File: src/sv/lfr_pkg.sv
`timescale 1ns / 1ps

package lfr_pkg;

  // Frame buffer geometry
  localparam int BUF_DEPTH = 32;
  localparam int ADDR_W    = $clog2(BUF_DEPTH);
  localparam int LEN_W     = ADDR_W + 1;

  // Received byte decoding
  localparam logic [7:0] OPCODE_FLAG  = 8'h80;
  localparam logic [7:0] GOOD_XOR     = 8'hFF;
  localparam logic [7:0] MIN_VAR_LEN  = 8'd3;
  localparam logic [7:0] MAX_VAR_LEN  = 8'(BUF_DEPTH);

  // Opcode bits 6:5 select the frame length
  typedef enum logic [1:0] {
    LEN_TWO  = 2'b00,
    LEN_FOUR = 2'b01,
    LEN_SIX  = 2'b10,
    LEN_VAR  = 2'b11
  } len_code_e;

  localparam logic [ADDR_W-1:0] LAST_TWO  = ADDR_W'(1);
  localparam logic [ADDR_W-1:0] LAST_FOUR = ADDR_W'(3);
  localparam logic [ADDR_W-1:0] LAST_SIX  = ADDR_W'(5);

  typedef enum logic [1:0] {
    ST_GOOD    = 2'd0,
    ST_CSUM    = 2'd1,
    ST_LENGTH  = 2'd2,
    ST_ABANDON = 2'd3
  } status_e;

  typedef enum logic {
    CMD_ERROR  = 1'b0,
    CMD_REPLAY = 1'b1
  } cmd_kind_e;

  // Request from the front to the back
  typedef struct packed {
    cmd_kind_e         kind;
    logic [ADDR_W-1:0] index;
    logic [LEN_W-1:0]  length;
    status_e           status;
  } cmd_t;

  // Frame buffer write from the front
  typedef struct packed {
    logic              en;
    logic [ADDR_W-1:0] addr;
    logic [7:0]        data;
  } wr_t;

  // Status from the back to the front
  typedef struct packed {
    logic done;
  } back_stat_t;

  typedef enum logic [1:0] {
    B_IDLE = 2'd0,
    B_READ = 2'd1,
    B_EMIT = 2'd2
  } back_state_e;

endpackage

File: src/sv/lfr_front.sv
`timescale 1ns / 1ps

module lfr_front import lfr_pkg::*; (
  input  logic       clk_i,
  input  logic       rst_ni,
  input  logic       accept_i,
  input  logic [7:0] rx_byte_i,
  input  back_stat_t back_stat_i,
  output logic       busy_o,
  output logic       cmd_push_o,
  output cmd_t       cmd_o,
  output wr_t        wr_o
);

  logic              in_frame_q, in_frame_d;
  logic              pending_q, pending_d;
  logic [LEN_W-1:0]  wp_q, wp_d;
  logic [ADDR_W-1:0] last_q, last_d;
  logic [7:0]        xor_q, xor_d;
  logic              busy_q, busy_d;

  // Frame parser
  always_comb begin
    logic              do_store;
    logic [LEN_W-1:0]  wp_base;
    logic [7:0]        xor_base;
    logic [LEN_W-1:0]  wp_new;
    logic [7:0]        xor_new;
    do_store   = 1'b0;
    wp_base    = wp_q;
    xor_base   = xor_q;
    wp_new     = '0;
    xor_new    = '0;
    in_frame_d = in_frame_q;
    pending_d  = pending_q;
    wp_d       = wp_q;
    last_d     = last_q;
    xor_d      = xor_q;
    busy_d     = busy_q;
    cmd_push_o = 1'b0;
    cmd_o      = '{kind: CMD_ERROR, index: '0, length: '0, status: ST_GOOD};
    wr_o       = '0;

    if (back_stat_i.done) begin
      busy_d = 1'b0;
    end

    if (accept_i) begin
      if ((rx_byte_i & OPCODE_FLAG) != 8'h00) begin
        // new opcode abandons any open frame
        if (in_frame_q) begin
          cmd_push_o    = 1'b1;
          cmd_o.status  = ST_ABANDON;
          cmd_o.index   = (wp_q != '0) ? ADDR_W'(wp_q - LEN_W'(1)) : '0;
          cmd_o.length  = pending_q ? '0 : ({1'b0, last_q} + LEN_W'(1));
        end
        wp_base    = '0;
        xor_base   = '0;
        in_frame_d = 1'b1;
        pending_d  = 1'b0;
        case (len_code_e'(rx_byte_i[6:5]))
          LEN_TWO:  last_d = LAST_TWO;
          LEN_FOUR: last_d = LAST_FOUR;
          LEN_SIX:  last_d = LAST_SIX;
          default: begin
            last_d    = '0;
            pending_d = 1'b1;
          end
        endcase
        do_store = 1'b1;
      end else if (in_frame_q) begin
        if (pending_q) begin
          pending_d = 1'b0;
          if (rx_byte_i < MIN_VAR_LEN || rx_byte_i > MAX_VAR_LEN) begin
            in_frame_d   = 1'b0;
            cmd_push_o   = 1'b1;
            cmd_o.status = ST_LENGTH;
            cmd_o.index  = wp_q[ADDR_W-1:0];
            cmd_o.length = '0;
          end else begin
            last_d   = ADDR_W'(rx_byte_i - 8'd1);
            do_store = 1'b1;
          end
        end else begin
          do_store = 1'b1;
        end
      end
    end

    // store byte and check for frame end; no end while the count is awaited
    if (do_store) begin
      wr_o.en   = 1'b1;
      wr_o.addr = wp_base[ADDR_W-1:0];
      wr_o.data = rx_byte_i;
      xor_new   = xor_base ^ rx_byte_i;
      wp_new    = wp_base + LEN_W'(1);
      xor_d     = xor_new;
      wp_d      = wp_new;
      if (!pending_d && wp_new > {1'b0, last_d}) begin
        in_frame_d   = 1'b0;
        cmd_push_o   = 1'b1;
        cmd_o.index  = last_d;
        cmd_o.length = {1'b0, last_d} + LEN_W'(1);
        if (xor_new == GOOD_XOR) begin
          cmd_o.kind   = CMD_REPLAY;
          cmd_o.status = ST_GOOD;
          busy_d       = 1'b1;
        end else begin
          cmd_o.status = ST_CSUM;
        end
      end
    end
  end

  always_ff @(posedge clk_i or negedge rst_ni) begin
    if (!rst_ni) begin
      in_frame_q <= 1'b0;
      pending_q  <= 1'b0;
      wp_q       <= '0;
      last_q     <= '0;
      xor_q      <= '0;
      busy_q     <= 1'b0;
    end else begin
      in_frame_q <= in_frame_d;
      pending_q  <= pending_d;
      wp_q       <= wp_d;
      last_q     <= last_d;
      xor_q      <= xor_d;
      busy_q     <= busy_d;
    end
  end

  assign busy_o = busy_q;

endmodule

File: src/sv/lfr_cmd_fifo.sv
`timescale 1ns / 1ps

module lfr_cmd_fifo import lfr_pkg::*; (
  input  logic clk_i,
  input  logic rst_ni,
  input  logic push_i,
  input  cmd_t data_i,
  output logic full_o,
  input  logic pop_i,
  output cmd_t data_o,
  output logic empty_o
);

  localparam int DEPTH = 2;

  cmd_t       mem_q [DEPTH];
  logic       wr_ptr_q, rd_ptr_q;
  logic [1:0] count_q;

  // Two-entry request queue
  always_ff @(posedge clk_i) begin
    if (push_i) begin
      mem_q[wr_ptr_q] <= data_i;
    end
  end

  always_ff @(posedge clk_i or negedge rst_ni) begin
    if (!rst_ni) begin
      wr_ptr_q <= 1'b0;
      rd_ptr_q <= 1'b0;
      count_q  <= '0;
    end else begin
      if (push_i) begin
        wr_ptr_q <= ~wr_ptr_q;
      end
      if (pop_i) begin
        rd_ptr_q <= ~rd_ptr_q;
      end
      count_q <= count_q + 2'(push_i) - 2'(pop_i);
    end
  end

  assign data_o  = mem_q[rd_ptr_q];
  assign full_o  = (count_q == 2'(DEPTH));
  assign empty_o = (count_q == '0);

`ifndef SYNTHESIS
  assert property (@(posedge clk_i) disable iff (!rst_ni) count_q <= 2'(DEPTH))
    else $error("request queue count out of range");
  assert property (@(posedge clk_i) disable iff (!rst_ni) push_i |-> !full_o)
    else $error("push into full request queue");
  assert property (@(posedge clk_i) disable iff (!rst_ni) pop_i |-> !empty_o)
    else $error("pop from empty request queue");
`endif

endmodule

File: src/sv/lfr_back.sv
`timescale 1ns / 1ps

module lfr_back import lfr_pkg::*; (
  input  logic              clk_i,
  input  logic              rst_ni,
  input  wr_t               wr_i,
  input  cmd_t              cmd_i,
  input  logic              cmd_empty_i,
  output logic              cmd_pop_o,
  output back_stat_t        back_stat_o,
  output logic              out_valid_o,
  input  logic              out_pop_i,
  output logic [7:0]        frame_byte_o,
  output logic [ADDR_W-1:0] byte_index_o,
  output logic [LEN_W-1:0]  frame_length_o,
  output logic [1:0]        status_o,
  output logic              last_of_frame_o
);

  logic [7:0]        store_q [BUF_DEPTH];
  logic [7:0]        rd_data_q;

  back_state_e       state_q, state_d;
  logic [ADDR_W-1:0] ptr_q, ptr_d;
  logic [ADDR_W-1:0] last_q, last_d;
  logic [LEN_W-1:0]  len_q, len_d;

  logic              out_valid_q, out_valid_d;
  logic              can_load;
  logic              load;
  logic [7:0]        byte_d, byte_q;
  logic [ADDR_W-1:0] idx_d, idx_q;
  logic [LEN_W-1:0]  olen_d, olen_q;
  status_e           stat_d, stat_q;
  logic              olast_d, olast_q;

  // Frame buffer, registered read at the replay pointer
  always_ff @(posedge clk_i) begin
    if (wr_i.en) begin
      store_q[wr_i.addr] <= wr_i.data;
    end
    rd_data_q <= store_q[ptr_q];
  end

  assign can_load = !out_valid_q || out_pop_i;

  // Replay sequencer
  always_comb begin
    state_d          = state_q;
    ptr_d            = ptr_q;
    last_d           = last_q;
    len_d            = len_q;
    cmd_pop_o        = 1'b0;
    back_stat_o.done = 1'b0;
    load             = 1'b0;
    byte_d           = '0;
    idx_d            = '0;
    olen_d           = '0;
    stat_d           = ST_GOOD;
    olast_d          = 1'b1;
    case (state_q)
      B_IDLE: begin
        if (!cmd_empty_i) begin
          if (cmd_i.kind == CMD_REPLAY) begin
            cmd_pop_o = 1'b1;
            ptr_d     = '0;
            last_d    = cmd_i.index;
            len_d     = cmd_i.length;
            state_d   = B_READ;
          end else if (can_load) begin
            cmd_pop_o = 1'b1;
            load      = 1'b1;
            idx_d     = cmd_i.index;
            olen_d    = cmd_i.length;
            stat_d    = cmd_i.status;
          end
        end
      end
      B_READ: begin
        state_d = B_EMIT;
      end
      B_EMIT: begin
        if (can_load) begin
          load    = 1'b1;
          byte_d  = rd_data_q;
          idx_d   = ptr_q;
          olen_d  = len_q;
          olast_d = (ptr_q == last_q);
          if (ptr_q == last_q) begin
            back_stat_o.done = 1'b1;
            state_d          = B_IDLE;
          end else begin
            ptr_d   = ptr_q + ADDR_W'(1);
            state_d = B_READ;
          end
        end
      end
      default: state_d = B_IDLE;
    endcase
  end

  assign out_valid_d = load ? 1'b1 : (out_pop_i ? 1'b0 : out_valid_q);

  always_ff @(posedge clk_i or negedge rst_ni) begin
    if (!rst_ni) begin
      state_q     <= B_IDLE;
      ptr_q       <= '0;
      last_q      <= '0;
      len_q       <= '0;
      out_valid_q <= 1'b0;
    end else begin
      state_q     <= state_d;
      ptr_q       <= ptr_d;
      last_q      <= last_d;
      len_q       <= len_d;
      out_valid_q <= out_valid_d;
    end
  end

  // Result register
  always_ff @(posedge clk_i) begin
    if (load) begin
      byte_q  <= byte_d;
      idx_q   <= idx_d;
      olen_q  <= olen_d;
      stat_q  <= stat_d;
      olast_q <= olast_d;
    end
  end

  assign out_valid_o     = out_valid_q;
  assign frame_byte_o    = byte_q;
  assign byte_index_o    = idx_q;
  assign frame_length_o  = olen_q;
  assign status_o        = stat_q;
  assign last_of_frame_o = olast_q;

`ifndef SYNTHESIS
  assert property (@(posedge clk_i) disable iff (!rst_ni)
    (state_q == B_EMIT || state_q == B_READ) |-> ptr_q <= last_q)
    else $error("replay pointer beyond frame end");
  assert property (@(posedge clk_i) disable iff (!rst_ni)
    cmd_pop_o |-> state_q == B_IDLE)
    else $error("request taken while replay in progress");
  assert property (@(posedge clk_i) disable iff (!rst_ni)
    back_stat_o.done |=> (state_q == B_IDLE && out_valid_q && olast_q))
    else $error("replay finished without final result");
`endif

endmodule

File: src/sv/loconet_frame_receiver.sv
`timescale 1ns / 1ps
// LocoNet frame receiver.
// Input channel: write one received byte on rx_byte_i with push; it is taken
// on a clock edge where push is high and full is low.
// Result channel: while empty is low the oldest result is on the output
// ports; pop takes it. A good frame comes out one byte per result with
// status good and last_of_frame_o on its final byte; a bad or abandoned
// frame gives a single error result.
// An error result goes through the request queue into the result register.
// A good frame is replayed from the frame buffer one byte at a time, each
// byte first read from memory and then loaded into the result register,
// and the next byte is read only after the current one is loaded. The
// replay waits while the result register holds a result pop has not taken.
// Throughput: one byte per cycle while a frame is being collected and full
// is low. Once a good frame is complete, full stays high until its final
// byte is loaded into the result register, which takes longer if pop is
// held low. A two-entry request queue sits between parser and replay unit;
// if pop is held low, results stay put and full rises once that queue
// fills.
// Reset clears the parser (no frame open), the queue and the result valid
// flag; the frame buffer itself is not cleared.

module loconet_frame_receiver import lfr_pkg::*; (
  input  logic       clk_i,
  input  logic       rst_ni,
  input  logic       push,
  output logic       full,
  input  logic [7:0] rx_byte_i,
  output logic       empty,
  input  logic       pop,
  output logic [7:0] frame_byte_o,
  output logic [4:0] byte_index_o,
  output logic [5:0] frame_length_o,
  output logic [1:0] status_o,
  output logic       last_of_frame_o
);

  logic       accept;
  logic       front_busy;
  logic       cmd_push;
  cmd_t       cmd_in;
  cmd_t       cmd_out;
  logic       cmd_full;
  logic       cmd_empty;
  logic       cmd_pop;
  wr_t        wr;
  back_stat_t back_stat;
  logic       out_valid;

  assign full   = front_busy || cmd_full;
  assign accept = push && !full;
  assign empty  = !out_valid;

  lfr_front u_front (
    .clk_i       (clk_i),
    .rst_ni      (rst_ni),
    .accept_i    (accept),
    .rx_byte_i   (rx_byte_i),
    .back_stat_i (back_stat),
    .busy_o      (front_busy),
    .cmd_push_o  (cmd_push),
    .cmd_o       (cmd_in),
    .wr_o        (wr)
  );

  lfr_cmd_fifo u_cmd_fifo (
    .clk_i   (clk_i),
    .rst_ni  (rst_ni),
    .push_i  (cmd_push),
    .data_i  (cmd_in),
    .full_o  (cmd_full),
    .pop_i   (cmd_pop),
    .data_o  (cmd_out),
    .empty_o (cmd_empty)
  );

  lfr_back u_back (
    .clk_i           (clk_i),
    .rst_ni          (rst_ni),
    .wr_i            (wr),
    .cmd_i           (cmd_out),
    .cmd_empty_i     (cmd_empty),
    .cmd_pop_o       (cmd_pop),
    .back_stat_o     (back_stat),
    .out_valid_o     (out_valid),
    .out_pop_i       (pop),
    .frame_byte_o    (frame_byte_o),
    .byte_index_o    (byte_index_o),
    .frame_length_o  (frame_length_o),
    .status_o        (status_o),
    .last_of_frame_o (last_of_frame_o)
  );

endmodule
File: config.mk
export PLATFORM = sky130hd
export DESIGN_NAME = loconet_frame_receiver
export DESIGN_NICKNAME = d
export VERILOG_FILES = /design/src/sv/lfr_pkg.sv /design/src/sv/lfr_front.sv /design/src/sv/lfr_cmd_fifo.sv /design/src/sv/lfr_back.sv /design/src/sv/loconet_frame_receiver.sv
export SDC_FILE = /design/constraint.sdc
export NUM_CORES = 1
export LEC_CHECK = 0
export ABC_AREA = 1
export BUFFER_PORTS_ARGS = -buffer_cell sky130_fd_sc_hd__buf_4
export CAP_MARGIN = 10
export CORE_MARGIN = 1.5
export CORE_UTILIZATION = 40
export DETAILED_ROUTE_END_ITERATION = 6
export PLACE_DENSITY = 0.51
export RECOVER_POWER = 100
export SETUP_SLACK_MARGIN = 0.1
export SYNTH_ARGS = -nofsm -noshare
export SYNTH_HDL_FRONTEND = slang
export SYNTH_SLANG_ARGS = --single-unit
File: constraint.sdc
create_clock -name clk_i -period 4.4 [get_ports clk_i]
set_input_delay 0.88 -clock clk_i [delete_from_list [all_inputs] [get_ports clk_i]]
set_output_delay 0.88 -clock clk_i [all_outputs]
set_load 0.03 [all_outputs]
**Yosys cells after proc, flatten, opt, wreduce, memory -nomap -nowiden**

Memories as Yosys holds them, arrays and structs flattened. A register that Yosys moved wholly into a read port is not among the register bits.
Index checks and enable logic that the tools add are counted.

- $add $sub $neg: 8
- $lt $le $gt $ge: 3
- Equal/unequal tests: 11
- Multiplexer cells: 83
- Bitwise logic cells: 6
- Reductions and logical operators: 20

Operators with widths:

| kind | count |
|---|---|
| two-way mux 13 bit | 6 |
| two-way mux 5 bit | 14 |
| two-way mux 1 bit | 42 |
| two-way mux 14 bit | 3 |
| two-way mux 6 bit | 7 |
| case mux 5 bit (2 select lines) | 2 |
| two-way mux 8 bit | 2 |
| adder 5 x 1 -> 6 bit (second input constant) | 2 |
| case mux 6 bit (2 select lines) | 1 |
| subtractor 5 x 1 -> 5 bit (second input constant) | 2 |
| case mux 3 bit (3 select lines) | 1 |
| equality test 8 bit (second input constant) | 1 |
| > comparator 8 x 6 -> 1 bit (second input constant) | 1 |
| less-than comparator 8 x 2 -> 1 bit (second input constant) | 1 |
| bitwise XOR 8 bit | 1 |
| adder 6 x 1 -> 6 bit (second input constant) | 1 |
| equality test 2 bit (second input constant) | 3 |
| > comparator 6 x 5 -> 1 bit | 1 |
| zero test 2 bit | 3 |
| two-way mux 2 bit | 3 |
| inequality test 2 bit (second input constant) | 3 |
| case mux 2 bit (3 select lines) | 1 |
| AND reduction 3 bit | 2 |
| nonzero test 6 bit | 1 |
| other kinds (16) | 27 |

- Flip-flop bits (word level): 67
- RAM bits: 284
- Input bits: 12
- Output and inout port bits: 24
- Logic and storage cells: 152
- Memories kept: 2

Memories:

| memory | depth | width | rd ports | clocked after Yosys merged registers in | wr ports | line | RTL |
|---|---|---|---|---|---|---|---|
| u_back.store_q | 32 | 8 | 1 | 1 | 1 | lfr_back.sv:20 | `logic [7:0] store_q [BUF_DEPTH];` |
| u_cmd_fifo.mem_q | 2 | 14 | 1 | 0 | 1 | lfr_cmd_fifo.sv:16 | `cmd_t mem_q [DEPTH];` |

**Longest topological paths before layout**

- Word-level depth: 13
- Mapped depth: 25
- Depth with buffers taken out: 25

**Cells and area by module**

A second synthesis with hierarchy kept.

- Cells, all modules: 1742
- Area, all modules: 16643.5 um^2

Modules (own cells, without submodules):

| module | times used | cells each | area each (um^2) |
|---|---|---|---|
| lfr_back | 1 | 1315 | 13212.7 |
| lfr_front | 1 | 323 | 2140.8 |
| lfr_cmd_fifo | 1 | 98 | 1262.5 |
| loconet_frame_receiver | 1 | 6 | 27.5 |

**Least setup slack after synthesis**

OpenSTA, ideal clock, no wires.

- Path type: input -> register
- Start point: in rx_byte_i[0]
- End point: mem u_cmd_fifo.mem_q[1][0] in the netlist's numbering (enable)
- Setup time: 0.384 ns
- Data arrival time: 3.516 ns
- Setup slack: 0.500 ns
- Stages on the path: 18
- Path buffers: 0
- Path through: inv_1 > ha_1 > nand3_1 > nand2_2 > nand3_4 > nor2_2 > o21ai_0 > a31oi_1 > inv_1 > ha_1 > nand3_1 > nor2_1 > nand3_1 > nand2_2 > nand3_4 > nand2_1 > inv_1 > nor2_1

- Word-level cells in the longest chain between the ends: 13
- Elaborated cells between the ends (all ways): 25
- Those cells by class: add/sub: 1; order compare: 3; mux: 19; reduce/logical: 2

Ends and longest elaborated chain:

| what | line | RTL |
|---|---|---|
| start: declaration | loconet_frame_receiver.sv:28 | `input logic [7:0] rx_byte_i,` |
| less-than comparator 8 x 2 -> 1 bit or > comparator 8 x 6 -> 1 bit (tied branches) | lfr_front.sv:74 | `if (rx_byte_i < MIN_VAR_LEN \|\| rx_byte_i > MAX_VAR_LEN) begin` |
| logical OR 1 bit | lfr_front.sv:74 |  |
| two-way mux 5 bit (*) | lfr_front.sv:74 |  |
| two-way mux 5 bit (*) | lfr_front.sv:72 | `if (pending_q) begin` |
| two-way mux 5 bit (*) | lfr_front.sv:71 | `end else if (in_frame_q) begin` |
| two-way mux 5 bit (*) | lfr_front.sv:49 | `if ((rx_byte_i & OPCODE_FLAG) != 8'h00) begin` |
| two-way mux 5 bit (*) | lfr_front.sv:48 | `if (accept_i) begin` |
| net u_front.last_d[4] | lfr_front.sv:18 | `logic [ADDR_W-1:0] last_q, last_d;` |
| > comparator 6 x 5 -> 1 bit (*) | lfr_front.sv:99 | `if (!pending_d && wp_new > {1'b0, last_d}) begin` |
| logical AND 1 bit (*) | lfr_front.sv:99 |  |
| two-way mux 1 bit (*) | lfr_front.sv:99 |  |
| two-way mux 1 bit (*) | lfr_front.sv:91 | `if (do_store) begin` |
| two-way mux 1 bit (*) | lfr_cmd_fifo.sv:22 | `if (push_i) begin` |
| two-way mux 1 bit (implied by the code) (*) | lfr_cmd_fifo.sv:23 | `mem_q[wr_ptr_q] <= data_i;` |
| end: declaration | lfr_cmd_fifo.sv:16 |  |

Mark *: on every way through the listed nets, which the timed path passes. The rest lies on a longest branch.

**Final worst setup path**

- Start point: in rx_byte_i[0]
- End point: mem u_cmd_fifo.mem_q[0][12] in the netlist's numbering (enable)

Same word-level chain as after synthesis.

==> results.ini <==
[synth]
yosysUniqueCellTypes = 44
ys.flop_type = edfxtp_1
yosys.area.top_type_share_pct = 60.4
synth_area_per_cell_um2 = 11.4
yosysTopAreaCell = edfxtp_1
yosysWarnings = 0
ys_seq_elements = 359
syn_inst = 1340
ys_async_sr_fraction_pct = 12.5
syn_nets = 1364
synth_area_leaders = edfxtp_1, dfrtp_1, o21ai_0
synth_area_um2 = 15200
synth_seq_area_share_pct = 68.8
synth_edf_count = 306

[pwr]
p_per_area_nw_per_um2 = 682
p_int_mw = 7.26
ir_drop_mv = 0.455
p_sw_share_pct = 38.1
power_mw = 11.7
pwr-share-clk_pct = 26.9
comb_power_share_pct = 33.5
p_switching_mw = 4.47
leakagePower_nw = 6.26
seq_power_share_pct = 39.5

[global_route]
first_global_vias = 9762
grt_max_degree = 129
gr-total-overflow = 0
antenna_found_initial = 0
globalRouteTotalUtil_pct = 20.4
grt_pass1_wl_um = 59900

[die]
start_util_pct = 40.5
die_h_um = 198
coreArea_um2 = 37600
core.rowCount = 71
design.die.area_um2 = 39200
die_w_um = 198
io_pins = 36

[clocking]
cts-hold-fix-buffers = 0
cts_resized = 0
clkSlewWorstSetupHoldPaths_ns = 0.06
clockBufferDepth = 3
cts_sinks = 359
cts_root_buf = clkbuf_16
cts_setup_buffers = 0
clock_latency_ns = 0.53
htree_levels = 2
cts_inserted_buffers = 40
cts_tree = yes

[routing]
num_vias = 10100
drt-initial-drc-count = 773
wire_per_inst_um = 20.0
drt-total-wl_um = 38800
drcViolationCount = 0
dr.pass1.iters = 5
viasPerCell = 5.18
antenna_left = 0

[place]
gp_congestion = 0.875
place_hpwl_um = 24000
port_buffers = 35
post-place-ws_ns = 0.368
dpl_cell_area_um2 = 16300

[timing]
timing.fmax_mhz = 265
setup_viol = 0
final-hold-violation-count = 0
drv_slew = 114
fin_tns_setup_ns = 0
post-route-min-period_ns = 3.77
min_period_over_period_pct = 85.8
timing.final.ws_setup_ns = 0.627
fin_skew_ns = 0.0172
max_slew.worst_pin.slew_ns = 2.74
rsz0062_at_grt = no
maxSlewHeadroom_pct = -82.6

[critical_path]
crit_path_start_kind = input pin
cp_slowest_stage_delay_ns = 0.33
critical_path_class = input pin to flop
critical_path_buf_inv_count = 5
critPathTopFamily = simple AND/OR/NAND/NOR gates
cp.arrival_ns = 3.95
required_ns = 4.58
end_kind = flop
cp_max_fo = 14
worst_path_max_delay_cell = clkbuf_2
cp_cell_sequence = clkbuf_1, inv_1, ha_1, nand3_1, nand2_1, nand3_1, nor2_1, o21ai_0, a31oi_1, inv_1, ha_1, nand3_1, nor2_1, nand3_1, nand2_1, nand3_4, nand2_1, nand2_1, inv_1, clkbuf_2

[outcome]
violations = capacitance limit, slew limit
outcome = finished with violations

[layout]
final_common_cell = edfxtp_1
syn_to_final_growth_pct = 13.1
layout_common_cells = edfxtp_1, nor2_1, o21ai_0
antennaDiodeCount = 0
design_area_um2 = 17200
nets = 1430
layout-drive-gt1-share_pct = 7.11
fin_util_pct = 45.8

[min_path]
hold_path.class = flop to flop

[job]
drv_cap = 2

-- sequential cells by signal (all words and copies together) (netlist names), 6 cells and up --
signal and count:
u_back.store_q 256, u_cmd_fifo.mem_q 28, u_back.frame_byte_o 8, u_back.rd_data_q 8
u_front.xor_q 8, u_back.frame_length_o 6, u_back.len_q 6, u_front.wp_q 6
-- final cells by class --
type | count | area [um^2]
Fill cell | 3514 | 20400
Sequential cell | 359 | 10500
Inverter | 116 | 438
Timing Repair Buffer | 91 | 437
Clock buffer | 55 | 1060
Clock inverter | 16 | 164
Tap cell | 511 | 639
Multi-Input combinational cell | 798 | 4000
-- cells in the mapped netlist (3+ instances only) --
cell        n
edfxtp_1  306
nor2_1    220
o21ai_0   166
nand2_1   163
inv_1     110
clkbuf_1   58
o22ai_1    58
nand3_1    48
dfrtp_1    45
o221ai_1   24
xor2_1     17
a21oi_1    15
nand4_1    14
ha_1       12
o211ai_1   11
dfxtp_1     8
o21ai_1     8
nand2_2     6
nor2_2      5
buf_2       4
inv_2       4
nor3_1      4
xnor2_1     4
nand3_4     3
nor2_4      3
-- stage by stage --
step / hold slack, ns / std cells
after floorplan: 0.446 / 1340
after CTS: 0.396 / 1946
after global placement: 0.457 / 1875
after global routing: 0.512 / 1946
final: 0.481 / 1946
after detailed placement: 0.473 / 1875
-- power by group through the flow --
stage | logic [mW] | clock network, mW | registers [mW]
5_1_grt | 4.37 | 3.37 | 4.69
3_5_place_dp | 4.13 | 0 | 4.70
6_report | 3.94 | 3.16 | 4.64
3_3_place_gp | 4.10 | 0 | 4.70
4_1_cts | 4.14 | 3.23 | 4.63
2_1_floorplan | 2.50 | 0 | 4.82
-- worst paths after layout --
path / startpoint / to / slack [ns] / depth (start not counted)
min: u_back.state_q[1]$_DFFE_PN0P_ / u_back.state_q[1]$_DFFE_PN0P_ / 0.48 / 1
min in group asynchronous: rst_ni / u_front.xor_q[7]$_DFFE_PN0P_ / 1.23 / 1
min reg2reg: u_back.state_q[1]$_DFFE_PN0P_ / u_back.state_q[1]$_DFFE_PN0P_ / 0.48 / 1
max reg2reg: u_cmd_fifo.count_q[0]$_DFF_PN0_ / u_back.store_q[0][1]$_DFFE_PP_ / 0.66 / 11
max: rx_byte_i[0] / u_cmd_fifo.mem_q[0][12]$_DFFE_PP_ / 0.63 / 20
max in group asynchronous: rst_ni / u_back.ptr_q[0]$_DFFE_PN0P_ / 1.24 / 1
-- cells by family after synthesis --
group	share of synthesized area, %
buf+inv	4.69
compound gates	11.1
flops	68.8
simple gates	13.2
xor+xnor	1.21
fa+ha+maj	0.986
-- per-layer routing --
| layer | vias to the layer above | track usage (%) | share of wire, % |
|---|---|---|---|
| li1 | 4861 | - | - |
| met1 | 4939 | 30.5 | 48 |
| met2 | 216 | 31.4 | 45 |
| met3 | 58 | 2.67 | 4.8 |
| met4 | 0 | 5.23 | 2.1 |
| met5 | - | 0 | 0 |
-- worst reg2reg max path: stages, from the launching register on --
cell and delay, ns:
dfrtp_1 0.46, inv_1 0.06, nand2_1 0.15, nand3_1 0.32
nor2_1 0.24, inv_1 0.16, nor2_1 0.56, nor2_4 0.17
inv_1 0.31, nand2_1 0.25, nor2_1 0.16, clkbuf_1 0.54
Note: power is estimated with default switching activity, not from simulation.
